**src/hw/rtl/fskr_pkg.sv**
```systemverilog
`timescale 1ns / 1ps
// ----------------------------------------------------------------------------
// fskr_pkg
// shared types and constants of the fsk edge count receiver
// ----------------------------------------------------------------------------
package fskr_pkg;

  localparam int unsigned CfgIdxW     = 3;
  localparam int unsigned CfgDataW    = 32;
  localparam int unsigned InTdataW    = 8;
  localparam int unsigned OutTdataW   = 40;
  localparam int unsigned LowRunW     = 18;
  localparam int unsigned IdleSymbols = 4;

  typedef enum logic [CfgIdxW-1:0] {
    REG_SYMBOL_TICKS        = 3'd0,
    REG_EXPECTED_EDGES_ZERO = 3'd1,
    REG_EXPECTED_EDGES_ONE  = 3'd2,
    REG_SYMBOLS_PER_CAPTURE = 3'd3,
    REG_SEARCH_TIMEOUT      = 3'd4
  } cfg_reg_e;

  localparam logic [15:0] RstSymbolTicks       = 16'd1000;
  localparam logic [15:0] RstExpectedEdgesZero = 16'd20;
  localparam logic [15:0] RstExpectedEdgesOne  = 16'd40;
  localparam logic [15:0] RstSymbolsPerCapture = 16'd1;
  localparam logic [31:0] RstSearchTimeout     = 32'd0;

  typedef struct packed {
    logic [15:0] symbol_ticks;
    logic [15:0] expected_edges_zero;
    logic [15:0] expected_edges_one;
    logic [15:0] symbols_per_capture;
    logic [31:0] search_timeout_ticks;
  } cfg_t;

  typedef struct packed {
    logic        status;
    logic [15:0] edge_count;
    logic        decided_bit;
    logic [15:0] symbol_index;
    logic        last;
  } res_t;

endpackage

```
**src/hw/rtl/fskr_core.sv**
```systemverilog
`timescale 1ns / 1ps
// ----------------------------------------------------------------------------
// fskr_core
// start search, window edge counts, bit decision, one sample per enabled cycle
// ----------------------------------------------------------------------------
module fskr_core (
  input  logic           clk_i,
  input  logic           rst_ni,
  input  logic           sample_en_i,
  input  logic           line_level_i,
  input  fskr_pkg::cfg_t cfg_i,
  output logic           res_valid_o,
  output fskr_pkg::res_t res_o
);
  import fskr_pkg::*;

  logic               capturing_q, capturing_d;
  logic               armed_q, armed_d;
  logic               prev_level_q, prev_level_d;
  logic [LowRunW-1:0] low_run_q, low_run_d;
  logic [31:0]        elapsed_q, elapsed_d;
  logic [15:0]        win_tick_q, win_tick_d;
  logic [15:0]        win_edges_q, win_edges_d;
  logic [15:0]        sym_done_q, sym_done_d;

  logic [15:0]        len;
  logic [15:0]        cnt;
  logic [LowRunW-1:0] idle;
  logic [LowRunW-1:0] low_run_inc;
  logic               start;
  logic [31:0]        elapsed_inc;
  logic               timed_out;
  logic [15:0]        wt;
  logic [15:0]        we;
  logic [15:0]        sd;
  logic [15:0]        edges_n;
  logic [15:0]        wt_n;
  logic               win_end;
  logic               final_sym;
  logic [15:0]        d0;
  logic [15:0]        d1;

  assign len  = (cfg_i.symbol_ticks == '0) ? 16'd1 : cfg_i.symbol_ticks;
  assign cnt  = (cfg_i.symbols_per_capture == '0) ? 16'd1 : cfg_i.symbols_per_capture;
  assign idle = LowRunW'(len) * LowRunW'(IdleSymbols);
  assign low_run_inc = (low_run_q < idle) ? low_run_q + 1'b1 : low_run_q;
  assign start = !capturing_q && line_level_i && armed_q && !prev_level_q;
  assign elapsed_inc = (elapsed_q != '1) ? elapsed_q + 1'b1 : elapsed_q;
  assign timed_out = !capturing_q && !start && (cfg_i.search_timeout_ticks != '0) &&
                     (elapsed_inc >= cfg_i.search_timeout_ticks);

  // window datapath, the start tick is tick 0 of the first window
  assign wt = start ? '0 : win_tick_q;
  assign we = start ? '0 : win_edges_q;
  assign sd = start ? '0 : sym_done_q;

  always_comb begin
    edges_n = we;
    if (wt == '0) begin
      edges_n = '0;
    end else if (line_level_i != prev_level_q && we != '1) begin
      edges_n = we + 1'b1;
    end
  end

  assign wt_n      = (wt != '1) ? wt + 1'b1 : wt;
  assign win_end   = (capturing_q || start) && (wt_n >= len);
  assign final_sym = ({1'b0, sd} + 17'd1) >= {1'b0, cnt};
  assign d0 = (edges_n >= cfg_i.expected_edges_zero) ? edges_n - cfg_i.expected_edges_zero
                                                     : cfg_i.expected_edges_zero - edges_n;
  assign d1 = (edges_n >= cfg_i.expected_edges_one) ? edges_n - cfg_i.expected_edges_one
                                                    : cfg_i.expected_edges_one - edges_n;

  always_comb begin
    capturing_d  = capturing_q;
    armed_d      = armed_q;
    prev_level_d = line_level_i;
    low_run_d    = low_run_q;
    elapsed_d    = elapsed_q;
    win_tick_d   = win_tick_q;
    win_edges_d  = win_edges_q;
    sym_done_d   = sym_done_q;
    res_valid_o  = 1'b0;
    res_o        = '0;
    if (!capturing_q && !start) begin
      if (!line_level_i) begin
        low_run_d = low_run_inc;
        if (low_run_inc >= idle) begin
          armed_d = 1'b1;
        end
      end else begin
        low_run_d = '0;
      end
      elapsed_d = elapsed_inc;
      if (timed_out) begin
        res_valid_o  = 1'b1;
        res_o.status = 1'b1;
        res_o.last   = 1'b1;
        armed_d      = 1'b0;
        low_run_d    = '0;
        elapsed_d    = '0;
        sym_done_d   = '0;
      end
    end else begin
      capturing_d = 1'b1;
      win_tick_d  = wt_n;
      win_edges_d = edges_n;
      sym_done_d  = sd;
      if (win_end) begin
        res_valid_o        = 1'b1;
        res_o.edge_count   = edges_n;
        res_o.decided_bit  = d1 < d0;
        res_o.symbol_index = sd;
        res_o.last         = final_sym;
        win_tick_d         = '0;
        win_edges_d        = '0;
        if (final_sym) begin
          capturing_d = 1'b0;
          armed_d     = 1'b0;
          low_run_d   = '0;
          elapsed_d   = '0;
          sym_done_d  = '0;
        end else if (sd != '1) begin
          sym_done_d = sd + 1'b1;
        end
      end
    end
  end

  always_ff @(posedge clk_i or negedge rst_ni) begin
    if (!rst_ni) begin
      capturing_q  <= 1'b0;
      armed_q      <= 1'b0;
      prev_level_q <= 1'b0;
      low_run_q    <= '0;
      elapsed_q    <= '0;
      win_tick_q   <= '0;
      win_edges_q  <= '0;
      sym_done_q   <= '0;
    end else if (sample_en_i) begin
      capturing_q  <= capturing_d;
      armed_q      <= armed_d;
      prev_level_q <= prev_level_d;
      low_run_q    <= low_run_d;
      elapsed_q    <= elapsed_d;
      win_tick_q   <= win_tick_d;
      win_edges_q  <= win_edges_d;
      sym_done_q   <= sym_done_d;
    end
  end

`ifndef SYNTHESIS
  a_capture_armed : assert property (@(posedge clk_i) disable iff (!rst_ni)
    capturing_q |-> armed_q)
    else $error("capture running without armed flag");

  a_search_window_clear : assert property (@(posedge clk_i) disable iff (!rst_ni)
    !capturing_q |-> (win_tick_q == '0 && win_edges_q == '0 && sym_done_q == '0))
    else $error("window state not clear while searching");

  a_edges_bounded : assert property (@(posedge clk_i) disable iff (!rst_ni)
    win_edges_q <= win_tick_q)
    else $error("more edges than ticks in window");

  a_timeout_enabled : assert property (@(posedge clk_i) disable iff (!rst_ni)
    (res_valid_o && res_o.status) |-> (cfg_i.search_timeout_ticks != '0 && !capturing_q))
    else $error("timeout result with timeout disabled");
`endif

endmodule

```
**src/hw/rtl/fsk_edge_count_receiver.sv**
```systemverilog
`timescale 1ns / 1ps
// ----------------------------------------------------------------------------
// fsk_edge_count_receiver
// fsk receiver that decides each symbol by counting line level changes
// ----------------------------------------------------------------------------
// Usage:
//   The slave stream carries one line sample per transaction (tdata bit 0).
//   The block waits for four symbol windows of low line, then the first rising
//   edge starts a capture of symbols_per_capture windows. At each window end
//   one transaction leaves on the master stream with the edge count, the
//   decided bit and the symbol index; tlast marks the final symbol. A search
//   timeout gives one transaction with tuser set and tlast set. Throughput is
//   one sample per cycle unless stalled. A result appears on the master side
//   in the cycle after the sample that closes its window, held in a single
//   output register; s_axis_tready_o drops only while that register is full
//   and m_axis_tready_i is low, so the sample stream stalls with the receiver.
//   The configuration channel always accepts and writes the register given by
//   cfg_index_i; writes belong to idle periods. Reset restores the register
//   defaults (1000, 20, 40, 1, 0), clears the search and empties the output.
// ----------------------------------------------------------------------------
module fsk_edge_count_receiver (
  input  logic                               clk_i,
  input  logic                               rst_ni,
  input  logic                               s_axis_tvalid_i,
  output logic                               s_axis_tready_o,
  input  logic [fskr_pkg::InTdataW-1:0]      s_axis_tdata_i,  // line_level
  output logic                               m_axis_tvalid_o,
  input  logic                               m_axis_tready_i,
  // edge_count, decided_bit, symbol_index, zero fill
  output logic [fskr_pkg::OutTdataW-1:0]     m_axis_tdata_o,
  output logic                               m_axis_tuser_o,  // status
  output logic                               m_axis_tlast_o,
  input  logic                               cfg_valid_i,
  output logic                               cfg_ready_o,
  input  logic [fskr_pkg::CfgIdxW-1:0]       cfg_index_i,
  input  logic [fskr_pkg::CfgDataW-1:0]      cfg_data_i
);
  import fskr_pkg::*;

  cfg_t cfg_q;
  logic sample_en;
  logic res_valid;
  res_t res;
  logic out_valid_q;
  res_t out_q;

  assign cfg_ready_o = 1'b1;

  always_ff @(posedge clk_i or negedge rst_ni) begin
    if (!rst_ni) begin
      cfg_q.symbol_ticks         <= RstSymbolTicks;
      cfg_q.expected_edges_zero  <= RstExpectedEdgesZero;
      cfg_q.expected_edges_one   <= RstExpectedEdgesOne;
      cfg_q.symbols_per_capture  <= RstSymbolsPerCapture;
      cfg_q.search_timeout_ticks <= RstSearchTimeout;
    end else if (cfg_valid_i) begin
      unique case (cfg_index_i)
        REG_SYMBOL_TICKS:        cfg_q.symbol_ticks         <= cfg_data_i[15:0];
        REG_EXPECTED_EDGES_ZERO: cfg_q.expected_edges_zero  <= cfg_data_i[15:0];
        REG_EXPECTED_EDGES_ONE:  cfg_q.expected_edges_one   <= cfg_data_i[15:0];
        REG_SYMBOLS_PER_CAPTURE: cfg_q.symbols_per_capture  <= cfg_data_i[15:0];
        REG_SEARCH_TIMEOUT:      cfg_q.search_timeout_ticks <= cfg_data_i;
        default: ;
      endcase
    end
  end

  assign s_axis_tready_o = !out_valid_q || m_axis_tready_i;
  assign sample_en       = s_axis_tvalid_i && s_axis_tready_o;

  fskr_core u_core (
    .clk_i        (clk_i),
    .rst_ni       (rst_ni),
    .sample_en_i  (sample_en),
    .line_level_i (s_axis_tdata_i[0]),
    .cfg_i        (cfg_q),
    .res_valid_o  (res_valid),
    .res_o        (res)
  );

  always_ff @(posedge clk_i or negedge rst_ni) begin
    if (!rst_ni) begin
      out_valid_q <= 1'b0;
    end else if (sample_en) begin
      out_valid_q <= res_valid;
    end else if (m_axis_tready_i) begin
      out_valid_q <= 1'b0;
    end
  end

  always_ff @(posedge clk_i) begin
    if (sample_en && res_valid) begin
      out_q <= res;
    end
  end

  assign m_axis_tvalid_o = out_valid_q;
  assign m_axis_tuser_o  = out_q.status;
  assign m_axis_tlast_o  = out_q.last;
  assign m_axis_tdata_o  = {(OutTdataW - 33)'(0), out_q.symbol_index, out_q.decided_bit,
                            out_q.edge_count};

`ifndef SYNTHESIS
  a_timeout_is_last : assert property (@(posedge clk_i) disable iff (!rst_ni)
    (m_axis_tvalid_o && m_axis_tuser_o) |-> (m_axis_tlast_o && m_axis_tdata_o == '0))
    else $error("timeout transaction with payload or without tlast");
`endif

endmodule
```
**config.mk**
```make
export PLATFORM = sky130hd
export DESIGN_NAME = fsk_edge_count_receiver
export DESIGN_NICKNAME = d
export VERILOG_FILES = /design/src/hw/rtl/fskr_pkg.sv /design/src/hw/rtl/fskr_core.sv /design/src/hw/rtl/fsk_edge_count_receiver.sv
export SDC_FILE = /design/constraint.sdc
export NUM_CORES = 1
export LEC_CHECK = 0
export ABC_AREA = 1
export BUFFER_PORTS_ARGS = -buffer_cell sky130_fd_sc_hd__clkbuf_2
export CORE_MARGIN = 2
export CORE_UTILIZATION = 40
export CTS_BUF_LIST = sky130_fd_sc_hd__clkbuf_4 sky130_fd_sc_hd__clkbuf_8
export DETAILED_ROUTE_END_ITERATION = 7
export GPL_TIMING_DRIVEN = 1
export HOLD_SLACK_MARGIN = 0.1
export PLACE_DENSITY = 0.62
export SETUP_SLACK_MARGIN = 0.15
export SLEW_MARGIN = 5
export SYNTH_ARGS = -nofsm -noshare
export SYNTH_HDL_FRONTEND = slang
export SYNTH_SLANG_ARGS = --single-unit
```
**constraint.sdc**
```tcl
create_clock -name clk_i -period 5.35 [get_ports clk_i]
set_clock_uncertainty 0.05 [all_clocks]
set_input_delay 0.8025 -clock clk_i [delete_from_list [all_inputs] [get_ports clk_i]]
set_output_delay 0.8025 -clock clk_i [all_outputs]
set_load 0.05 [all_outputs]
```
Word-level counts from Yosys, hierarchy flattened
Cells that the tools add are included.
{"block": "op_classes", "div_mod_pow": 0, "shift": 0, "n_mux": 43, "addsub": 10, "n_reduce_logical": 34, "order_cmp": 8, "n_eq_ne": 12, "n_mul": 0, "bitwise_logic": 2}
{"operator": "$mux 16", "count": 17}
{"operator": "$mux 32", "count": 5}
{"operator": "$mux 18", "count": 6}
{"operator": "$sub 16x16->16", "count": 4}
{"operator": "$add 16x1->16 const B", "count": 3}
{"operator": "$ge 16x16->1", "count": 3}
{"operator": "$logic_not 16->1", "count": 3}
{"operator": "$ne 16x16->1 const B", "count": 3}
{"operator": "$add 32x1->32 const B", "count": 1}
{"operator": "$ge 32x32->1", "count": 1}
{"operator": "$ne 32x32->1 const B", "count": 1}
{"operator": "$reduce_bool 32->1", "count": 1}
{"operator": "$add 18x1->18 const B", "count": 1}
{"operator": "$ge 18x18->1", "count": 1}
{"operator": "$lt 18x18->1", "count": 1}
{"operator": "$add 16x1->17 const B", "count": 1}
{"operator": "$ge 17x16->1", "count": 1}
{"operator": "$lt 16x16->1", "count": 1}
{"operator": "$mux 1", "count": 15}
{"operator": "$reduce_and 2->1", "count": 7}
{"operator": "$logic_and 1x1->1", "count": 10}
{"operator": "$eq 3x2->1 const B", "count": 2}
{"operator": "$ne 3x2->1 const B", "count": 2}
{"operator": "$reduce_bool 2->1", "count": 3}
{"operator": "11 further kinds", "count": 16}
{"block": "totals", "mem_bits_rw": 0, "rom_bits": 0, "reg_bits": 233, "mem_count": 0, "latchBits": 0, "wordCells": 128}

Logic depth before layout (Yosys ltp)
Gate-level depths: netlist (run 1).
{"block": "depth", "word_depth": 12, "ltp_mapped": 40}

Hierarchy
Synthesis (run 1) repeated with hierarchy kept, for this count alone.
{"block": "unflattened", "cells_unflattened": 2432, "area_unflattened_um2": 18056.1}
{"mod": "fskr_core", "area_per_inst_um2": 13045.0, "seq_area_each_um2": 2527.4, "n_inst": 1, "cells_per_inst": 1952}
{"mod": "fsk_edge_count_receiver", "area_per_inst_um2": 5011.1, "seq_area_each_um2": 3492.1, "n_inst": 1, "cells_per_inst": 480}

Worst setup path before layout (run 1)
Ideal clock, no wire load.
{"block": "synth_timing", "path_kind": "in2reg", "startpoint": "input s_axis_tdata_i[0] (netlist name)", "endpoint": "register out_q (netlist bit m_axis_tdata_o[0]) (enable)", "path_buffers": 3, "required_time_ps": 4859, "t_arrival_ps": 5694, "slack_ps": -834, "path_stages": 28, "cell_sequence": "nand2_1 > inv_1 > nand2_4 > inv_4 > buf_6 > clkbuf_1 > nor2_1 > ha_1 > nand2_1 > nor2_1 > nand2_1 > nor2_1 > nand3_2 > nor2_4 > nor3_4 > nand4_2 > nor3_2 > xor2_1 > ha_1 > nand2_1 > inv_1 > nand3_1 > nor3_1 > nand3_1 > nand3_1 > nand2_1 > clkbuf_1 > a21oi_1"}
{"block": "synth_via", "elab_chain_len": 11, "word_cells_on_any_way": 18, "classes_between": "add/sub (1); order compare (1); eq/ne (1); mux (5); reduce/logical (10)"}
{"item": "from (decl)", "line": "fsk_edge_count_receiver.sv:26", "text": "input logic [fskr_pkg::InTdataW-1:0] s_axis_tdata_i,"}
{"item": "$logic_and 1x1->1 (*) (3 in series)", "line": "fskr_core.sv:47", "text": "assign start = !capturing_q && line_level_i && armed_q && !prev_level_q;"}
{"item": "$mux 16", "line": "fskr_core.sv:53", "text": "assign wt = start ? '0 : win_tick_q;"}
{"item": "$add 16x1->16 / $ne 16x16->1 (equally long branches)", "line": "fskr_core.sv:66", "text": "assign wt_n = (wt != '1) ? wt + 1'b1 : wt;"}
{"item": "$mux 16", "line": "fskr_core.sv:66"}
{"item": "$ge 16x16->1", "line": "fskr_core.sv:67", "text": "assign win_end = (capturing_q || start) && (wt_n >= len);"}
{"item": "$logic_and 1x1->1", "line": "fskr_core.sv:67"}
{"item": "$mux 1", "line": "fskr_core.sv:109", "text": "if (win_end) begin"}
{"item": "$mux 1 (*)", "line": "fskr_core.sv:85", "text": "if (!capturing_q && !start) begin"}
{"item": "$logic_and 1x1->1 (*)", "line": "fsk_edge_count_receiver.sv:92", "text": "if (sample_en && res_valid) begin"}
{"item": "to (signal assigned)", "line": "fsk_edge_count_receiver.sv:93", "text": "out_q <= res;"}
{"item": "to (decl)", "line": "fsk_edge_count_receiver.sv:45", "text": "res_t out_q;"}
Every way passes the cells marked *; elsewhere a longest branch is shown, timed or not.
A chain may end at the register's enable or synchronous reset.

Final worst setup path (run 1)
{"block": "layout_timing", "startpoint": "register u_core.capturing_q", "endpoint": "register out_q (netlist bit m_axis_tdata_o[16]), data pin"}
{"block": "layout_via", "elab_chain_len": 12, "word_cells_on_any_way": 31, "classes_between": "add/sub (6); order compare (4); eq/ne (2); mux (7); bitwise (1); reduce/logical (11)"}
{"item": "from (decl)", "line": "fskr_core.sv:17", "text": "logic capturing_q, capturing_d;"}
{"item": "from (signal assigned)", "line": "fskr_core.sv:141", "text": "capturing_q <= capturing_d;"}
{"item": "$logic_not 1->1 (*)", "line": "fskr_core.sv:47"}
{"item": "$logic_and 1x1->1 (*) (3 in series)", "line": "fskr_core.sv:47"}
{"item": "branches (longest 4 deep; another with $add 16x1->16)"}
{"item": "$mux 16 (*)", "line": "fskr_core.sv:59", "text": "if (wt == '0) begin"}
{"item": "net u_core.edges_n[0]", "line": "fskr_core.sv:36", "text": "logic [15:0] edges_n;"}
{"item": "$sub 16x16->16, or another cell as far along", "line": "fskr_core.sv:72", "text": ": cfg_i.expected_edges_one - edges_n;"}
{"item": "$mux 16, on equally long branches", "line": "fskr_core.sv:71, fskr_core.sv:69"}
{"item": "$lt 16x16->1 (*)", "line": "fskr_core.sv:112", "text": "res_o.decided_bit = d1 < d0;"}
Mark *: on every way through the listed nets, which the timed path passes.

==> results of run 1 <==
## stage by stage
stage                     worst slack [ns]  hold slack [ns]  cells
after global placement             -0.4180           0.4134   3107
final                               0.1581           0.2857   3210
after global routing              -0.04649           0.3499   3210
after floorplan                     0.1548           0.4000   2302
after detailed placement           -0.5126           0.4172   3107
after CTS                           0.1737           0.3062   3183
## cell families (layout without fill, tap and decap cells)
family,Yosys count,after routing,synth area share
flops,233,233,0.3409
xor+xnor,87,87,0.04316
fa+ha+maj,182,182,0.1307
other cells,2,8,0.0004254
mux,8,8,0.004536
buf+inv,448,771,0.1028
simple gates,847,847,0.2161
compound gates,489,489,0.1614
## area by class of cell
cell class                 count  area, sq um  share of cell area
multi-input combinational   1621        10590              0.4801
clock buffer                  57        728.2             0.03300
inverter                     385         1475             0.06685
sequential                   233         6020              0.2728
tap                          585        732.0             0.03317
clock inverter                19        205.2            0.009299
timing repair buffer         310         2312              0.1048
## flip-flops by register name, summed over array words and instances, names as in the netlist, 16 cells and up
signal	flops
u_core.low_run_q	18
m_axis_tdata_o	33
cfg_q	96
u_core.elapsed_q	32
u_core.win_tick_q	16
u_core.sym_done_q	16
u_core.win_edges_q	16
## final timing paths
path | start | endpoint | slack, ns | depth (start not counted)
worst min-delay path | rst_ni | u_core.elapsed_q[25] | 0.29 | 1
worst max register to register | u_core.capturing_q | m_axis_tdata_o[16] | 0.16 | 32
min in group clk_i | cfg_data_i[19] | cfg_q[19] | 0.42 | 3
worst min register to register | u_core.sym_done_q[10] | u_core.sym_done_q[10] | 0.44 | 2
max in group asynchronous | rst_ni | cfg_q[38] | 3.72 | 2
worst max-delay path | u_core.capturing_q | m_axis_tdata_o[16] | 0.16 | 32
## report_power, final
group | switching, mW | internal [mW]
sequential | 0.340 | 2.28
clock | 0.791 | 1.08
combinational | 5.99 | 4.49
total | 7.12 | 7.85
## per-layer routing
metal  wire, um  share of wire  up-vias
li1           -              -     8148
met1      23420           0.45     7768
met2      24080           0.46      475
met3       2996          0.057      117
met4       1818          0.035        0
met5          0              0        -
## layout by cell type, fill, tap and decap left out, types with 49 or more instances in the layout
cell type	count
clkbuf_2	76
nand2_1	426
ha_1	154
inv_1	354
nor2_1	190
buf_4	216
a21oi_1	137
clkbuf_8	49
dfrtp_1	187
xor2_1	69
o21ai_0	189
## timing repair
action	CTS	global route
setup endpoints to repair	1	9
buffers inserted	0	25
pin swaps	1	60
gates cloned	0	2
resized for setup	14	143
==> run metrics, run 1 <==
most frequent cell after synthesis nand2_1; Port Buffer Count between 70 and 80; CTS clk-pin slew, worst paths roughly 0.06 ns; worst skew pair latency between 0.5 and 0.6 ns; Slowest cell on crit path fa_2; asr flop ratio synth 0.8498; Critical Path End Type flip-flop; # diodes 0; Crit path max-delay family simple AND/OR/NAND/NOR gates; Synth Register Bits ~230; fin. max-slew vios 0; wire length per cell about 16 um; Final Util 0.5089; critical path arrival 5.50 ns; num ports 93; Final HPWL DP around 40 mm; RSZ-0062 raised after global routing true; Startpoint Class flip-flop; leakage around 11 nW; Worst EP required 5.66 ns; max-cap violation count 0; Slew HR 0.2556; f_max 0.1926 GHz; VDD IR-drop max around 0.00049 V; CP Class flip-flop to flip-flop; Synth area leaders dfrtp_1 (27%), ha_1 (13%), nand2_1 (9.4%); power density over the cells a little under 700 nW/um^2; Overflow after GRT 0; vias in the first global route approximately 16000; Final ANT Viol Nets 0; Least-Margin Pin Slew ~1.1 ns; Final min period a little over 5 ns; Setup TNS Final 0 ns; M1 GR Usage 0.2968; Main synth FF type dfrtp_1; Fillers roughly 4200; final setup violation count 0; grt met3 use 0.03149; row count 76; first-pass GRT wire length between 80 and 90 mm; gr busiest metal met2; chip width 214.1 um; Seq/Total Area, Yosys 0.3409; fin nets around 2800; cts hold-fix bufs 0; deepest clock path buffer count 3; fraction of layout cells with a size suffix above 1 0.2343; Synth Area per Inst 7.690 sq um; starting density of the core 0.4072; final total power 14.98 mW; TritonCTS clock tree done; die height 214.1 um; DRT iter0 DRCs just under 1000; largest area contributor in the netlist dfrtp_1; DR vias approximately 17000; total routed wirelength ~52 mm; final hold vios 0; die area 45840 sq um; critical path buffer and inverter count 10; CTS root buf clkbuf_8; Netlist Area Pre-Place 17660 sq um; largest net degree at the start of global routing roughly 110; initial antenna violation count 2; Overall Global Routing Usage 0.2209; cts bufs inserted between 40 and 50; DRC errors left 0; Syn Inst Count 2296; clk sinks 233; Yosys warnings 0; dpl cell area 20190 sq um; Area Growth Syn to Fin 24.98%; met2 GRT Util 0.3641; GPL Wtd Cong between 1 and 1.5; Post-synth EDFFs 35; Synth top area share 0.2650; Hold WC Path Type input pin to asynchronous set/reset pin; # H-tree levels 2; final period utilization 0.9705; critical path's largest stage delay about 0.41 ns; Via-to-Cell Ratio roughly 5.1; synth cell count leaders nand2_1 (443), inv_1 (371), o21ai_0 (205); Netlist cell types a little under 70; critical-path maximum fanout 6; outcome finished clean; fin area around 22000 sq um; drt pass-1 iters 6; area of the core about 43000 sq um
No activity file was read; power rests on OpenSTA's default activity.
==> inputs of run 2 (changes only) <==
--- a/config.mk
+++ b/config.mk
@@ -7,13 +7,15 @@
 export LEC_CHECK = 0
 export ABC_AREA = 1
 export BUFFER_PORTS_ARGS = -buffer_cell sky130_fd_sc_hd__clkbuf_2
+export CELL_PAD_IN_SITES_DETAIL_PLACEMENT = 0
+export CELL_PAD_IN_SITES_GLOBAL_PLACEMENT = 1
 export CORE_MARGIN = 2
 export CORE_UTILIZATION = 40
 export CTS_BUF_LIST = sky130_fd_sc_hd__clkbuf_4 sky130_fd_sc_hd__clkbuf_8
 export DETAILED_ROUTE_END_ITERATION = 7
 export GPL_TIMING_DRIVEN = 1
 export HOLD_SLACK_MARGIN = 0.1
-export PLACE_DENSITY = 0.62
+export PLACE_DENSITY = 0.78
 export SETUP_SLACK_MARGIN = 0.15
 export SLEW_MARGIN = 5
 export SYNTH_ARGS = -nofsm -noshare
==> run 2 against run 1 <==
Against the previous run: wire length increased by 2.7%; flip-flop and latch count unchanged; critical path depth decreased by 2; combinational power about the same; critical endpoint unchanged; largest cell class unchanged.
==> run metrics, run 2 (synthesis results as in run 1) <==
Top reg by flops cfg_q; leakage 10.94 nW (+0.89%); fraction of layout cells with a size suffix above 1 0.2375 (+0.003252); CP Class flip-flop to flip-flop; final setup violation count 0 (unchanged); cts hold-fix bufs 0 (unchanged); area of the core 43360 sq um (unchanged); final period utilization 0.9718 (+0.001317); VDD IR-drop max 0.0005205 V (+6.6%); most common cell after layout, fill and taps aside nand2_1; # H-tree levels 2 (unchanged); r2r worst-path depth 30 (-6.3%); # diodes 0 (unchanged); Slowest cell on crit path dfrtp_1; Via-to-Cell Ratio 5.112 (-0.60%); critical path arrival 5.61 ns (+0.11 ns); Final min period 5.199 ns (+0.007045 ns); Final Util 0.5104 (+0.001559); Overflow after GRT 0 (unchanged); Port Buffer Count 77 (unchanged); Seq. cell area 6020 sq um (unchanged); starting density of the core 0.4072 (unchanged); CTS clk-pin slew, worst paths 0.06 ns (about the same); Least-Margin Pin Slew 1.088 ns (-0.02707 ns); final total power 14.98 mW (about the same); Overall Global Routing Usage 0.2331 (+0.01224); clk sinks 233 (unchanged); num ports 93 (unchanged); largest net degree at the start of global routing 117 (+7.3%); row count 76 (unchanged); fin nets 2844 (+0.78%); critical-path maximum fanout 5 (-1); Critical Path End Type flip-flop; RR Endpoint m_axis_tdata_o[16]; vias in the first global route 16510 (+1.5%); dpl cell area 20370 sq um (+0.89%); final hold vios 0 (unchanged); dpl ws -0.6428 ns (-0.1302 ns); f_max 0.1923 GHz (-0.13%); max-cap violation count 0 (unchanged); critical path's largest stage delay 0.41 ns (about the same); deepest clock path buffer count 3 (unchanged); fin area 22130 sq um (+0.31%); crit-path most repeated cell buf_4; die area 45840 sq um (unchanged); DR vias 16530 (+0.12%); Fillers 4191 (-0.19%); wire length per cell 16.61 um (+1.9%); RSZ-0062 raised after global routing true; most frequent cells in the layout nand2_1 (421), inv_1 (357), buf_4 (236); Worst EP required 5.76 ns (+0.10 ns); Final ANT Viol Nets 0 (unchanged); outcome finished clean; Slew HR 0.2737 (+0.01807); max reg flops 96 (unchanged); drt pass-1 iters 5 (-1); Hold WC Path Type input pin to asynchronous set/reset pin; CTS root buf clkbuf_8; first-pass GRT wire length 85.86 mm (+4.0%); hold_ws 0.2663 ns (-0.01945 ns); fin. max-slew vios 0 (unchanged); GPL Wtd Cong 0.9568 (-5.1%); DRT iter0 DRCs 950 (-4.5%); chip width 214.1 um (unchanged); worst skew pair latency 0.62 ns (+0.03 ns); Setup WS post-layout 0.1510 ns (-0.007045 ns); total routed wirelength 53.71 mm (+2.7%); final non-filler cell total 3233 (+0.72%); Reg2Reg Setup Slack 0.15 ns (about the same); Final HPWL DP 41.23 mm (+3.5%); die height 214.1 um (unchanged); initial antenna violation count 1 (-1); dpl cells 3124 (+0.55%); area of the multi-input gates 10450 sq um (-1.4%); Setup TNS Final 0 ns (unchanged); cts bufs inserted 42 (+2.4%); TritonCTS clock tree done; power density over the cells 676.6 nW/um^2 (-0.31%); Area Growth Syn to Fin 25.36%; Startpoint Class flip-flop; DRC errors left 0 (unchanged); R2R Path Start u_core.prev_level_q
==> run 2: cell count changes in the layout (fill, tap and decap cells not counted), sizes merged <==
cell / change
clkbuf: +11
inv: +1
buf: +21
clkinv: -8
bufinv: -2
==> run 2: metal layers <==
metal  global-route usage  share of wire  routed length [um]
met3              0.03135          0.050                2707
met4              0.09907          0.043                2315
met5                    0              0                   0
met1               0.3088           0.45               24080
met2               0.3829           0.46               24610
==> run 2: area by class of cell <==
| class | instances | area share |
|---|---|---|
| inverter | 385 | 0.06608 |
| multi-input combinational | 1621 | 0.4721 |
| sequential | 233 | 0.2720 |
| clock buffer | 68 | 0.03889 |
| timing repair buffer | 331 | 0.1130 |
| clock inverter | 10 | 0.004918 |
| tap | 585 | 0.03307 |
==> run 2: how the worst max path moves through the flow <==
stage	from	to	slack, ns	cells past startpoint
floorplan	s_axis_tdata_i[0]	m_axis_tdata_o[16]	0.15	36
global placement	s_axis_tdata_i[0]	m_axis_tdata_o[16]	-0.53	36
detailed placement	s_axis_tdata_i[0]	m_axis_tdata_o[16]	-0.64	36
CTS	u_core.armed_q	m_axis_tdata_o[16]	0.13	36
global route	u_core.armed_q	m_axis_tdata_o[16]	-0.13	37
finish	u_core.prev_level_q	m_axis_tdata_o[16]	0.15	30
==> run 2: what timing repair did <==
item	CTS	global route
gates resized for setup	20	112
setup endpoints to repair	1	39
pin swaps	8	46
cloned	0	2
buffers inserted	6	23
==> run 2: power breakdown <==
part | switching [mW] | internal [mW] | leakage (nW) | total [mW]
Clock | 0.812 | 1.12 | 0.516 | 1.93
Combinational | 6.00 | 4.43 | 7.57 | 10.4
Sequential | 0.334 | 2.28 | 2.86 | 2.62
==> run 2: critical path: cells and delay by family, from the launching register on <==
| family | cells | cell delay (ns) |
|---|---|---|
| buffers and inverters | 11 | 1.65 |
| AOI/OAI and AO/OA | 8 | 1.15 |
| and+or+nand+nor | 7 | 0.71 |
| adders and majority gates | 2 | 0.62 |
| DFF | 1 | 0.41 |
| xor gates and xnor gates | 1 | 0.27 |
| muxes | 1 | 0.20 |
==> inputs of run 3 (changes only) <==
--- a/config.mk
+++ b/config.mk
@@ -9,6 +9,7 @@
 export BUFFER_PORTS_ARGS = -buffer_cell sky130_fd_sc_hd__clkbuf_2
 export CELL_PAD_IN_SITES_DETAIL_PLACEMENT = 0
 export CELL_PAD_IN_SITES_GLOBAL_PLACEMENT = 1
+export CORE_ASPECT_RATIO = 0.7
 export CORE_MARGIN = 2
 export CORE_UTILIZATION = 40
 export CTS_BUF_LIST = sky130_fd_sc_hd__clkbuf_4 sky130_fd_sc_hd__clkbuf_8
==> run 3 against run 2 <==
Against the previous run: sequential share of layout area increased by 0.44 points; register-to-register slack improved by 0.03 ns; utilization decreased by 1.1 points; clock power decreased by 9.8%; via count increased by 0.68%; cell count about the same; first-iteration DRC count increased by 41%; highest routed layer unchanged; worst setup slack improved by 0.033 ns.
==> run metrics, run 3 (synthesis results as in run 1) <==
Least-Margin Pin Slew 1.010 ns (-0.07791 ns); critical-path maximum fanout 11 (+6); f_max 0.1936 GHz (+0.65%); max-cap violation count 0 (unchanged); Final ANT Viol Nets 0 (unchanged); vias in the first global route 15840 (-4.0%); final non-filler cell total 3230 (-0.093%); wire length per cell 17.12 um (+3.0%); Overflow after GRT 0 (unchanged); dpl cells 3138 (+0.45%); Critical Path End Type flip-flop; Setup TNS Final 0 ns (unchanged); most frequent cells in the layout nand2_1 (431), inv_1 (359), buf_4 (235); CP Class flip-flop to flip-flop; dpl ws -0.5472 ns (+0.09559 ns); outcome finished clean; final setup violation count 0 (unchanged); Startpoint Class flip-flop; VDD IR-drop max 0.0003904 V (-25%); Crit path max-delay family simple AND/OR/NAND/NOR gates; fin area 21780 sq um (-1.6%); area of the core 43640 sq um (+0.65%); Hold WC Path Type input pin to asynchronous set/reset pin; leakage 10.81 nW (-1.2%); Overall Global Routing Usage 0.2407 (+0.007604); Reg2Reg Setup Slack 0.18 ns (+0.03 ns); most common cell after layout, fill and taps aside nand2_1; Worst EP required 5.61 ns (-0.15 ns); CTS clk-pin slew, worst paths 0.07 ns (about the same); R2R Path Start u_core.armed_q; Slowest cell on crit path dfrtp_1; # H-tree levels 2 (unchanged); largest net degree at the start of global routing 117 (unchanged); Final Util 0.4992 (-0.01128); Port Buffer Count 77 (unchanged); Via-to-Cell Ratio 5.152 (+0.78%); RR Endpoint m_axis_tdata_o[16]; DRC errors left 0 (unchanged); worst skew pair latency 0.58 ns (-0.04 ns); num ports 93 (unchanged); final hold vios 0 (unchanged); chip width 255.1 um (+19%); dpl cell area 20370 sq um (about the same); Worst path depth 30 (unchanged); drt pass-1 iters 6 (+1); final period utilization 0.9655 (-0.006239); DR vias 16640 (+0.68%); die height 179.8 um (-16%); power density over the cells 681.0 nW/um^2 (+0.65%); row count 64 (-16%); RSZ-0062 raised after global routing true; Slew HR 0.3246 (+0.05089); # diodes 0 (unchanged); fraction of layout cells with a size suffix above 1 0.2272 (-0.01030); r2r worst-path depth 30 (unchanged); hold_ws 0.3164 ns (+0.05010 ns); critical path arrival 5.43 ns (-0.18 ns); critical path's largest stage delay 0.39 ns (-0.02 ns); final total power 14.83 mW (-0.94%); Top reg by flops cfg_q; critical path buffer and inverter count 9 (-2); initial antenna violation count 1 (unchanged); deepest clock path buffer count 3 (unchanged); max reg flops 96 (unchanged); fin. max-slew vios 0 (unchanged); first-pass GRT wire length 86.97 mm (+1.3%); DRT iter0 DRCs 1335 (+41%); Final min period 5.166 ns (-0.03338 ns); GPL Wtd Cong 0.9370 (-2.1%); die area 45860 sq um (about the same); fin nets 2836 (-0.28%); CTS root buf clkbuf_8; clk sinks 233 (unchanged); TritonCTS clock tree done; total routed wirelength 55.29 mm (+2.9%); starting density of the core 0.4046 (-0.002615); Setup WS post-layout 0.1844 ns (+0.03338 ns); Final HPWL DP 43.41 mm (+5.3%); Area Growth Syn to Fin 23.39%; cts bufs inserted 40 (-4.8%)
-- run 3: cell count changes in the layout (fill, tap and decap cells not counted), sizes merged --
cell | before | now
clkinvlp | 1 | 0
bufinv | 2 | 0
inv | 383 | 382
buf | 252 | 247
clkbuf | 147 | 144
-- run 3: what timing repair did --
| item | 4_1_cts | 5_1_grt |
|---|---|---|
| buffers inserted | 12 | 7 |
| endpoints found under the setup margin | 1 | 17 |
| gates resized for setup | 53 | 54 |
| hold buffers | 0 | 0 |
| cloned | 0 | 1 |
| pin swaps | 22 | 28 |
-- run 3: worst max-delay path by stage --
| stage | to | slack [ns] | startpoint |
|---|---|---|---|
| detailed placement | m_axis_tdata_o[16] | -0.55 | s_axis_tdata_i[0] |
| floorplan | m_axis_tdata_o[16] | 0.15 | s_axis_tdata_i[0] |
| finish | m_axis_tdata_o[16] | 0.18 | u_core.armed_q |
| global placement | m_axis_tdata_o[16] | -0.45 | s_axis_tdata_i[0] |
| global route | m_axis_tdata_o[16] | -0.11 | u_core.armed_q |
| CTS | m_axis_tdata_o[16] | 0.15 | u_core.armed_q |
-- run 3: area by class of cell --
type / count / area (sq um)
well taps: 594 / 743.2
clock buffers: 66 / 808.3
repair buffers: 325 / 2392
inverters: 385 / 1458
flip-flops and latches: 233 / 6020
multi-input cells: 1621 / 10320
clock inverters: 6 / 41.29
fillers: 4235 / 21860
-- run 3: routing by layer --
layer | wire length, um | vias to the layer above | part of all wire | track usage
li1 | - | 8170 | - | -
met1 | 27930 | 7947 | 0.51 | 0.3722
met2 | 23470 | 454 | 0.42 | 0.3601
met3 | 3020 | 69 | 0.055 | 0.02751
met4 | 877 | 0 | 0.016 | 0.04538
met5 | 0 | - | 0 | 0
-- run 3: report_power, final --
| part | leakage, nW | switching [mW] | total, mW | internal, mW |
|---|---|---|---|---|
| sequential | 2.86 | 0.342 | 2.62 | 2.28 |
| combinational | 7.49 | 6.01 | 10.5 | 4.46 |
| clock | 0.460 | 0.782 | 1.74 | 0.956 |
